<file path="src/vpw_pkg.sv">
// shared types, constants and codes for the vpw frame receiver
package vpw_pkg;

   localparam int FRAME_BYTES = 12;
   localparam int CNT_W       = $clog2(FRAME_BYTES + 1);
   localparam int IDX_W       = $clog2(FRAME_BYTES);

   localparam logic [15:0] SHORT_MIN = 16'd34;
   localparam logic [15:0] SHORT_MAX = 16'd96;
   localparam logic [15:0] LONG_MIN  = 16'd97;
   localparam logic [15:0] LONG_MAX  = 16'd163;
   localparam logic [15:0] SOF_MIN   = 16'd163;
   localparam logic [15:0] SOF_MAX   = 16'd239;
   localparam logic [15:0] EOF_MIN   = 16'd239;

   localparam logic [7:0] CRC_POLY = 8'h1D;
   localparam logic [7:0] CRC_INIT = 8'hFF;

   localparam logic KIND_ERROR = 1'b0;
   localparam logic KIND_BYTE  = 1'b1;

   typedef enum logic [1:0] {
      ERR_NONE    = 2'd0,
      ERR_SHORT   = 2'd1,
      ERR_OUTSIDE = 2'd2
   } err_code_type;

   typedef enum logic [2:0] {
      REG_ACTIVE_HIGH = 3'd0,
      REG_CHECK_CRC   = 3'd1,
      REG_IGNORE_0    = 3'd2,
      REG_IGNORE_1    = 3'd3,
      REG_IGNORE_2    = 3'd4,
      REG_IGNORE_3    = 3'd5
   } reg_index_type;

   typedef enum logic [2:0] {
      ST_IDLE,
      ST_DECODE,
      ST_CRC,
      ST_CHECK,
      ST_ERROR,
      ST_FETCH,
      ST_SEND
   } state_type;

   typedef struct packed {
      logic       start;
      logic [7:0] seed;
      logic [7:0] data;
   } crc_cmd_type;

   typedef struct packed {
      logic       busy;
      logic       done;
      logic [7:0] crc;
   } crc_sts_type;

endpackage

</file>
<file path="src/vpw_frame_receiver.sv">
// Variable pulse width bus receiver. Each request is one bus edge: the line level after
// the edge and the length of the ended pulse in microseconds. An edge that does not
// complete a byte is accepted and then decoded; an edge that completes a byte also waits
// in the crc state while the bit-serial crc-8 unit folds the byte in one bit per cycle.
// An edge that closes a frame adds a check state, then a fetch and a send state per frame
// byte sent, since every byte is read from the frame memory through a registered port.
// The block takes no new edge until the previous one is fully handled; a finished result
// waits in the output register without blocking decode. Frames with fewer than two bytes,
// a first byte of zero, a first byte marked in the ignore registers, or (with check_crc
// set) a bad trailing crc byte are dropped silently.
module vpw_frame_receiver import vpw_pkg::*; (
   input  logic        clock,
   input  logic        reset,
   // request channel
   input  logic        req_tvalid,
   output logic        req_tready,
   input  logic [23:0] req_tdata,   // [0] new_level, [16:1] pulse_us, rest zero
   // result channel
   output logic        rsp_tvalid,
   input  logic        rsp_tready,
   output logic [15:0] rsp_tdata,   // [1:0] error_code, [9:2] data_byte, [13:10] byte_index
   output logic        rsp_tuser,   // kind
   output logic        rsp_tlast,
   // register port
   input  logic        csr_psel,
   input  logic        csr_penable,
   input  logic        csr_pwrite,
   input  logic [5:0]  csr_paddr,
   input  logic [63:0] csr_pwdata,
   output logic [63:0] csr_prdata,
   output logic        csr_pready
);

   // configuration
   logic        active_high_ff;
   logic        check_crc_ff;
   logic [63:0] ignore_ff [4];
   logic        csr_write;
   reg_index_type csr_index;

   // sequencer and frame state
   state_type         state_ff, state_in;
   logic              level_ff;
   logic [15:0]       pulse_ff;
   logic              in_frame_ff;
   logic [2:0]        bit_count_ff;
   logic [CNT_W-1:0]  byte_count_ff;
   logic [7:0]        partial_ff;
   logic [7:0]        id_ff;
   logic [7:0]        last_byte_ff;
   logic [7:0]        crc_running_ff;
   logic [7:0]        crc_before_last_ff;
   err_code_type      err_ff;
   logic [IDX_W-1:0]  rd_idx_ff;
   logic [7:0]        rd_data_ff;
   logic [7:0]        frame_store [FRAME_BYTES];

   // output register
   logic         rsp_valid_ff;
   logic         rsp_kind_ff;
   err_code_type rsp_err_ff;
   logic [7:0]   rsp_data_ff;
   logic [3:0]   rsp_idx_ff;
   logic         rsp_last_ff;

   crc_cmd_type crc_cmd;
   crc_sts_type crc_sts;

   // decode of the registered edge
   logic       was_active, is_short, is_sof, is_eof, bit_val, byte_done;
   logic [7:0] new_byte;
   logic [63:0] ign_word;
   logic       ign_hit, keep, out_free, is_last, accept;
   logic       frame_full;

   // sequencer strobes
   logic start_frame, shift_bit, load_err, load_byte;

   assign accept     = req_tvalid && req_tready;
   assign was_active = ((~level_ff) == active_high_ff);
   assign is_short   = (pulse_ff < SHORT_MIN);
   assign is_sof     = was_active && (pulse_ff >= SOF_MIN) && (pulse_ff <= SOF_MAX);
   assign is_eof     = !was_active && (pulse_ff > EOF_MIN);
   assign bit_val    = was_active ? (pulse_ff <= SHORT_MAX)
                                  : ((pulse_ff >= LONG_MIN) && (pulse_ff <= LONG_MAX));
   assign new_byte   = {partial_ff[6:0], bit_val};
   assign byte_done  = (bit_count_ff == 3'd7);
   assign frame_full = (byte_count_ff == CNT_W'(FRAME_BYTES));

   assign ign_word = ignore_ff[id_ff[7:6]];
   assign ign_hit  = ign_word[id_ff[5:0]];
   assign keep     = (byte_count_ff >= CNT_W'(2)) && (id_ff != 8'h00) && !ign_hit &&
                     (!check_crc_ff || (~crc_before_last_ff == last_byte_ff));

   assign out_free = !rsp_valid_ff || rsp_tready;
   assign is_last  = ((CNT_W'(rd_idx_ff) + CNT_W'(1)) == byte_count_ff);

   // next state
   always_comb begin
      state_in = state_ff;
      case (state_ff)
         ST_IDLE: begin
            if (accept) state_in = ST_DECODE;
         end
         ST_DECODE: begin
            if (is_short)         state_in = ST_ERROR;
            else if (!in_frame_ff) state_in = is_sof ? ST_IDLE : ST_ERROR;
            else if (is_eof)      state_in = ST_CHECK;
            else if (byte_done)   state_in = ST_CRC;
            else                  state_in = ST_IDLE;
         end
         ST_CRC: begin
            if (crc_sts.done) state_in = frame_full ? ST_CHECK : ST_IDLE;
         end
         ST_CHECK: begin
            state_in = keep ? ST_FETCH : ST_IDLE;
         end
         ST_ERROR: begin
            if (out_free) state_in = ST_IDLE;
         end
         ST_FETCH: begin
            state_in = ST_SEND;
         end
         ST_SEND: begin
            if (out_free) state_in = is_last ? ST_IDLE : ST_FETCH;
         end
         default: begin
            state_in = ST_IDLE;
         end
      endcase
   end

   // sequencer outputs
   always_comb begin
      req_tready    = 1'b0;
      start_frame   = 1'b0;
      shift_bit     = 1'b0;
      load_err      = 1'b0;
      load_byte     = 1'b0;
      crc_cmd.start = 1'b0;
      crc_cmd.seed  = crc_running_ff;
      crc_cmd.data  = new_byte;
      case (state_ff)
         ST_IDLE: begin
            req_tready = 1'b1;
         end
         ST_DECODE: begin
            if (!is_short && !in_frame_ff && is_sof) start_frame = 1'b1;
            if (!is_short && in_frame_ff && !is_eof) begin
               shift_bit     = 1'b1;
               crc_cmd.start = byte_done;
            end
         end
         ST_ERROR: begin
            load_err = out_free;
         end
         ST_SEND: begin
            load_byte = out_free;
         end
         default: begin
         end
      endcase
   end

   always_ff @(posedge clock) begin
      if (reset) begin
         state_ff           <= ST_IDLE;
         in_frame_ff        <= 1'b0;
         bit_count_ff       <= 3'd0;
         byte_count_ff      <= '0;
         partial_ff         <= 8'h00;
         crc_running_ff     <= CRC_INIT;
         crc_before_last_ff <= CRC_INIT;
         rd_idx_ff          <= '0;
      end else begin
         state_ff <= state_in;
         if (state_ff == ST_DECODE && is_short) in_frame_ff <= 1'b0;
         if (state_ff == ST_CHECK) begin
            in_frame_ff <= 1'b0;
            rd_idx_ff   <= '0;
         end
         if (start_frame) begin
            in_frame_ff        <= 1'b1;
            bit_count_ff       <= 3'd0;
            byte_count_ff      <= '0;
            partial_ff         <= 8'h00;
            crc_running_ff     <= CRC_INIT;
            crc_before_last_ff <= CRC_INIT;
         end
         if (shift_bit) begin
            bit_count_ff <= bit_count_ff + 3'd1;
            partial_ff   <= byte_done ? 8'h00 : new_byte;
            if (byte_done) begin
               crc_before_last_ff <= crc_running_ff;
               byte_count_ff      <= byte_count_ff + CNT_W'(1);
            end
         end
         if (state_ff == ST_CRC && crc_sts.done) crc_running_ff <= crc_sts.crc;
         if (load_byte) rd_idx_ff <= rd_idx_ff + IDX_W'(1);
      end
   end

   // edge capture, frame memory and byte side registers
   always_ff @(posedge clock) begin
      if (accept) begin
         level_ff <= req_tdata[0];
         pulse_ff <= req_tdata[16:1];
      end
      if (state_ff == ST_DECODE) err_ff <= is_short ? ERR_SHORT : ERR_OUTSIDE;
      if (shift_bit && byte_done) begin
         frame_store[byte_count_ff[IDX_W-1:0]] <= new_byte;
         last_byte_ff <= new_byte;
         if (byte_count_ff == '0) id_ff <= new_byte;
      end
      rd_data_ff <= frame_store[rd_idx_ff];
   end

   vpw_crc_unit u_crc (
      .clock   (clock),
      .reset   (reset),
      .crc_cmd (crc_cmd),
      .crc_sts (crc_sts)
   );

   // output register
   always_ff @(posedge clock) begin
      if (reset) begin
         rsp_valid_ff <= 1'b0;
      end else if (load_err || load_byte) begin
         rsp_valid_ff <= 1'b1;
      end else if (rsp_tready) begin
         rsp_valid_ff <= 1'b0;
      end
   end

   always_ff @(posedge clock) begin
      if (load_err) begin
         rsp_kind_ff <= KIND_ERROR;
         rsp_err_ff  <= err_ff;
         rsp_data_ff <= 8'h00;
         rsp_idx_ff  <= 4'd0;
         rsp_last_ff <= 1'b0;
      end else if (load_byte) begin
         rsp_kind_ff <= KIND_BYTE;
         rsp_err_ff  <= ERR_NONE;
         rsp_data_ff <= rd_data_ff;
         rsp_idx_ff  <= 4'(rd_idx_ff);
         rsp_last_ff <= is_last;
      end
   end

   assign rsp_tvalid = rsp_valid_ff;
   assign rsp_tuser  = rsp_kind_ff;
   assign rsp_tlast  = rsp_last_ff;
   assign rsp_tdata  = {2'b00, rsp_idx_ff, rsp_data_ff, rsp_err_ff};

   // register port
   assign csr_pready = 1'b1;
   assign csr_write  = csr_psel && csr_penable && csr_pwrite;
   assign csr_index  = reg_index_type'(csr_paddr[5:3]);

   always_ff @(posedge clock) begin
      if (reset) begin
         active_high_ff <= 1'b0;
         check_crc_ff   <= 1'b1;
         ignore_ff[0]   <= 64'd0;
         ignore_ff[1]   <= 64'd0;
         ignore_ff[2]   <= 64'd0;
         ignore_ff[3]   <= 64'd0;
      end else if (csr_write) begin
         case (csr_index)
            REG_ACTIVE_HIGH: active_high_ff <= csr_pwdata[0];
            REG_CHECK_CRC:   check_crc_ff   <= csr_pwdata[0];
            REG_IGNORE_0:    ignore_ff[0]   <= csr_pwdata;
            REG_IGNORE_1:    ignore_ff[1]   <= csr_pwdata;
            REG_IGNORE_2:    ignore_ff[2]   <= csr_pwdata;
            REG_IGNORE_3:    ignore_ff[3]   <= csr_pwdata;
            default: begin
            end
         endcase
      end
   end

   always_comb begin
      case (csr_index)
         REG_ACTIVE_HIGH: csr_prdata = {63'd0, active_high_ff};
         REG_CHECK_CRC:   csr_prdata = {63'd0, check_crc_ff};
         REG_IGNORE_0:    csr_prdata = ignore_ff[0];
         REG_IGNORE_1:    csr_prdata = ignore_ff[1];
         REG_IGNORE_2:    csr_prdata = ignore_ff[2];
         REG_IGNORE_3:    csr_prdata = ignore_ff[3];
         default:         csr_prdata = 64'd0;
      endcase
   end

   // the crc unit is never left running once the sequencer is back to idle
   a_crc_idle: assert property (@(posedge clock) disable iff (reset)
      (state_ff == ST_IDLE) |-> !crc_sts.busy)
      else $error("crc unit busy while idle");

   a_count_bound: assert property (@(posedge clock) disable iff (reset)
      byte_count_ff <= CNT_W'(FRAME_BYTES))
      else $error("byte count beyond frame size");

   // a frame byte on the output never points past the frame memory
   a_byte_index: assert property (@(posedge clock) disable iff (reset)
      (rsp_valid_ff && rsp_kind_ff == KIND_BYTE) |-> (rsp_idx_ff < 4'(FRAME_BYTES)))
      else $error("byte index outside frame");

   a_last_kind: assert property (@(posedge clock) disable iff (reset)
      (rsp_valid_ff && rsp_last_ff) |-> (rsp_kind_ff == KIND_BYTE))
      else $error("last flag on an error report");

endmodule

</file>
<file path="src/vpw_crc_unit.sv">
// bit-serial crc-8 unit, one message bit per cycle
module vpw_crc_unit import vpw_pkg::*; (
   input  logic        clock,
   input  logic        reset,
   input  crc_cmd_type crc_cmd,
   output crc_sts_type crc_sts
);

   logic [7:0] crc_ff, crc_in;
   logic [7:0] shift_ff, shift_in;
   logic [2:0] step_ff, step_in;
   logic       busy_ff, busy_in;
   logic       done_ff, done_in;
   logic       feedback;

   assign feedback = crc_ff[7] ^ shift_ff[7];

   always_comb begin
      crc_in   = crc_ff;
      shift_in = shift_ff;
      step_in  = step_ff;
      busy_in  = busy_ff;
      done_in  = 1'b0;
      if (crc_cmd.start) begin
         crc_in   = crc_cmd.seed;
         shift_in = crc_cmd.data;
         step_in  = 3'd0;
         busy_in  = 1'b1;
      end else if (busy_ff) begin
         crc_in   = {crc_ff[6:0], 1'b0} ^ (feedback ? CRC_POLY : 8'h00);
         shift_in = {shift_ff[6:0], 1'b0};
         step_in  = step_ff + 3'd1;
         if (step_ff == 3'd7) begin
            busy_in = 1'b0;
            done_in = 1'b1;
         end
      end
   end

   always_ff @(posedge clock) begin
      if (reset) begin
         step_ff <= 3'd0;
         busy_ff <= 1'b0;
         done_ff <= 1'b0;
      end else begin
         step_ff <= step_in;
         busy_ff <= busy_in;
         done_ff <= done_in;
      end
   end

   always_ff @(posedge clock) begin
      crc_ff   <= crc_in;
      shift_ff <= shift_in;
   end

   assign crc_sts.busy = busy_ff;
   assign crc_sts.done = done_ff;
   assign crc_sts.crc  = crc_ff;

endmodule

</file>
<file path="config.mk">
export PLATFORM = sky130hd
export DESIGN_NAME = vpw_frame_receiver
export DESIGN_NICKNAME = d
export VERILOG_FILES = /design/src/vpw_pkg.sv /design/src/vpw_frame_receiver.sv /design/src/vpw_crc_unit.sv
export SDC_FILE = /design/constraint.sdc
export NUM_CORES = 1
export LEC_CHECK = 0
export ABC_CLOCK_PERIOD_IN_PS = 4400
export BUFFER_PORTS_ARGS = -buffer_cell sky130_fd_sc_hd__buf_2
export CAP_MARGIN = 20
export CORE_MARGIN = 1.5
export CORE_UTILIZATION = 60
export DETAILED_ROUTE_END_ITERATION = 10
export PLACE_DENSITY = 0.8
export SLEW_MARGIN = 10
export SYNTH_ARGS = -nofsm -noshare
export SYNTH_HDL_FRONTEND = slang
export SYNTH_SLANG_ARGS = --single-unit
export TNS_END_PERCENT = 30
</file>
<file path="constraint.sdc">
create_clock -name clock -period 4.4 [get_ports clock]
set_input_delay 0.22 -clock clock [delete_from_list [all_inputs] [get_ports clock]]
set_output_delay 0.22 -clock clock [all_outputs]
set_load 0.05 [all_outputs]
</file>
==> flow_metrics.tcl <==
set metrics [dict create \
    crit_slowest_cell "edfxtp_1" \
    grt_max_degree 65 \
    fmax_ghz 0.283 \
    fin_ws_ns 0.871 \
    netlist_instances 1570 \
    place_hpwl_mm 31.2 \
    synth.distinct_cells 66 \
    critical_path.top_delay_family "simple AND/OR/NAND/NOR gates" \
    use_met1_pct 36.4 \
    clkPwrFrac_pct 40.9 \
    synth_warnings 0 \
    switching_share_pct 22.8 \
    firstDrtPassIters 6 \
    synth-async-reset-ratio_pct 0 \
    slew_violations 0 \
    numCtsBuffers 47 \
    rows 68 \
    seq_area_frac_synth_pct 62.3 \
    die_y_um 192 \
    clockBufferDepth 3 \
    ctsHtreeMaxLevel 2 \
    drt_iter0_drc 1339 \
    nNetsFinal 1909 \
    path_clk_slew_ns 0.06 \
    finalNonFillerCells 2299 \
    period_share_pct 80.2 \
    slew_headroom_pct 31.6 \
    finClkSkew_ns 0.0140 \
    min_period_ns 3.53 \
    vdd_ir_drop_max_v 0.000416 \
    cp.arrival_ns 4.03 \
    cp-end-kind "flip-flop" \
    worst-path-buf-inv 0 \
    ys_ff_latch 467 \
    p_switching_mw 2.22 \
    synthFlopType "edfxtp_1" \
    die_x_um 192 \
    worstPathRequired_ns 4.90 \
    dp_slack_ns 0.949 \
    syn-cell-area_mm2 0.0214 \
    power_density_mw_per_mm2 391 \
    num_io_pins 186 \
    synth-edff-count 397 \
    grtUsageMet3_pct 4.13 \
    dieArea_mm2 0.0368 \
    grt_pass1_vias 14700 \
    cts_tree "done" \
    initial_core_util_pct 61.5 \
    finalPower_mw 9.77 \
    max-cap-violations 0 \
    power.internal_mw 7.55 \
    cts_root_buf "clkbuf_16" \
    drive_above_1_share_pct 20.5 \
    synth.top_cell.area_share_pct 55.7 \
    syn-mean-instance-area_um2 13.6 \
    tightestPinTransition_ns 1.03 \
    setup_viol_count_final 0 \
    rsz0062_at_grt "no" \
    grt_pass1_wl_mm 80.9 \
    cp_max_fo 20 \
    synth_area_leaders "edfxtp_1 (56%), and2_1 (8.0%), mux4_2 (7.9%), dfxtp_1 (6.6%), a22oi_1 (5.0%)" \
    routedWlPerCell_um 23.0 \
    grt_use_met2_pct 50.9 \
    core_mm2 0.0348 \
    grtUsageTotal_pct 29.2 \
    power.leakage_nw 9.23 \
    insertion_delay_ns 0.56 \
    min_path_type "input pin to flip-flop" \
    routed_wl_mm 52.8 \
    criticalPathCategory "flip-flop to flip-flop" \
    final_antenna_net_count 0 \
    portBuffers 172 \
    p_comb_share_pct 7.7 \
    path_cells "nor2_1, a22oi_1, a31oi_1, or4_1, nor4_2, o31a_1" \
    dp.cells 2125 \
    vias 14400 \
    crit_path_start_kind "flip-flop" \
    syn_to_final_growth_pct 16.8 \
    globalRouteOverflowTotal 0 \
    status "finished clean" \
    cts.sinks 467 \
    setup-tns-final_ns 0 \
    synth_top_cell_by_area "edfxtp_1" \
    top_usage_layer "met2" \
    antenna_found_initial 7 \
    slowest_delay_ns 1.02 \
    fillCellCount 2201 \
    drc 0 \
    seqPwrFrac_pct 51.4 \
    viasPerCell 6.25 \
    gp_congestion 0.809 \
    hold_viol_final 0 \
]
-- sequential cells by signal, indices dropped and copies added (netlist names), 2 cells and up, named ones only --
register,count
partial_ff,7
byte_count_ff,4
last_byte_ff,8
pulse_ff,16
u_crc.step_ff,3
rd_data_ff,8
crc_before_last_ff,8
u_crc.shift_ff,8
rsp_data_ff,8
bit_count_ff,3
ignore_ff,256
frame_store,89
state_ff,3
rsp_idx_ff,4
crc_running_ff,8
id_ff,7
u_crc.crc_ff,8
rd_idx_ff,4
rsp_err_ff,2
err_ff,2
-- power groups by stage --
stage               registers [mW]  clock network (mW)  logic (mW)
finish                        5.03                4.00       0.749
global route                  5.04                4.19       0.786
CTS                           5.02                4.02       0.743
detailed placement            5.12                   0       0.683
global placement              5.10                   0       0.675
floorplan                     5.10                   0       0.456
-- cell usage in the layout (no fill, tap or decap), types with 21 or more instances in the layout --
| master | n |
|---|---|
| clkbuf_16 | 49 |
| o21ai_0 | 21 |
| buf_2 | 172 |
| mux2i_1 | 22 |
| nand3_1 | 42 |
| edfxtp_1 | 397 |
| nand2_1 | 165 |
| a22oi_1 | 142 |
| mux4_2 | 75 |
| buf_4 | 32 |
| dfxtp_1 | 67 |
| nor2_1 | 41 |
| dlygate4sd3_1 | 80 |
| and2_1 | 273 |
-- cells in the mapped netlist, types with 4 or more instances --
master    number
a21oi_1       16
a22oi_1      142
a31oi_1        9
a41o_1         4
and2_1       273
and3_1         4
buf_1         10
buf_2          9
buf_4          7
buf_6          7
clkbuf_1      72
dfxtp_1       70
edfxtp_1     397
ha_1           9
inv_1          7
mux2_2         4
mux2i_1       22
mux4_1        11
mux4_2        75
nand2_1      165
nand2b_1       7
nand3_1       42
nand3b_1       6
nand4_1        7
nor2_1        43
nor3_1        18
nor3b_1        8
nor4_1         8
o21ai_0       21
o21bai_1       8
o22ai_1        9
or4_1          6
xnor2_1        8
xor2_1        15
-- logic make-up after synthesis --
kind of cell	synth area share, %
AOI/OAI and AO/OA	7.79
buffers and inverters	2.66
muxes	10.6
xor gates and xnor gates	0.942
DFF	62.3
other	0.0351
adders and majority gates	0.526
and+or+nand+nor	15.2
-- cell type report --
type	instances	area [um2]	area share, %
Antenna cell	7	17.5	0.0701
Multi-Input combinational cell	986	7550	30.2
Timing Repair Buffer	287	1950	7.81
Inverter	10	37.5	0.150
Sequential cell	467	13300	53.3
Clock inverter	15	170	0.681
Clock buffer	72	1360	5.45
Tap cell	455	569	2.28
-- worst reg2reg max path, stage by stage, from the launching register on --
cell and delay [ns]:
edfxtp_1 1.02, nor2_1 0.48, a22oi_1 0.37, a31oi_1 0.15, or4_1 0.60, nor4_2 0.63, o31a_1 0.23
-- stage by stage --
| stage | instance area, um2 | hold WS, ns | utilization [%] |
|---|---|---|---|
| floorplan | 21400 | 0.319 | - |
| global placement | 22600 | 0.398 | 65.0 |
| detailed placement | 22600 | 0.399 | 65.1 |
| CTS | 25000 | 0.0134 | 71.8 |
| global route | 25000 | 0.0227 | 71.8 |
| finish | 25000 | 0.0277 | 71.8 |
-- final timing paths --
check        cells past startpoint  slack (ns)         endpoint            from
min reg2reg                      2        0.43   rsp_data_ff[6]  rsp_data_ff[6]
max reg2reg                      6        0.87      state_ff[2]        id_ff[0]
min                              2        0.03  ignore_ff[3][6]   csr_pwdata[6]
max                              6        0.87      state_ff[2]        id_ff[0]
-- routing by layer --
metal | vias to the layer above | share of wire [%]
met3 | 134 | 8.0
met4 | 0 | 3.6
met5 | - | 0
met1 | 7117 | 37
met2 | 726 | 51
li1 | 6396 | -
-- what timing repair did --
action | in CTS | in global routing
endpoints found under the hold margin | 262 | 0
gates resized for setup | 0 | 0
buffers inserted | 0 | 0
hold buffers | 80 | 0
(Power assumes the default switching activity.)
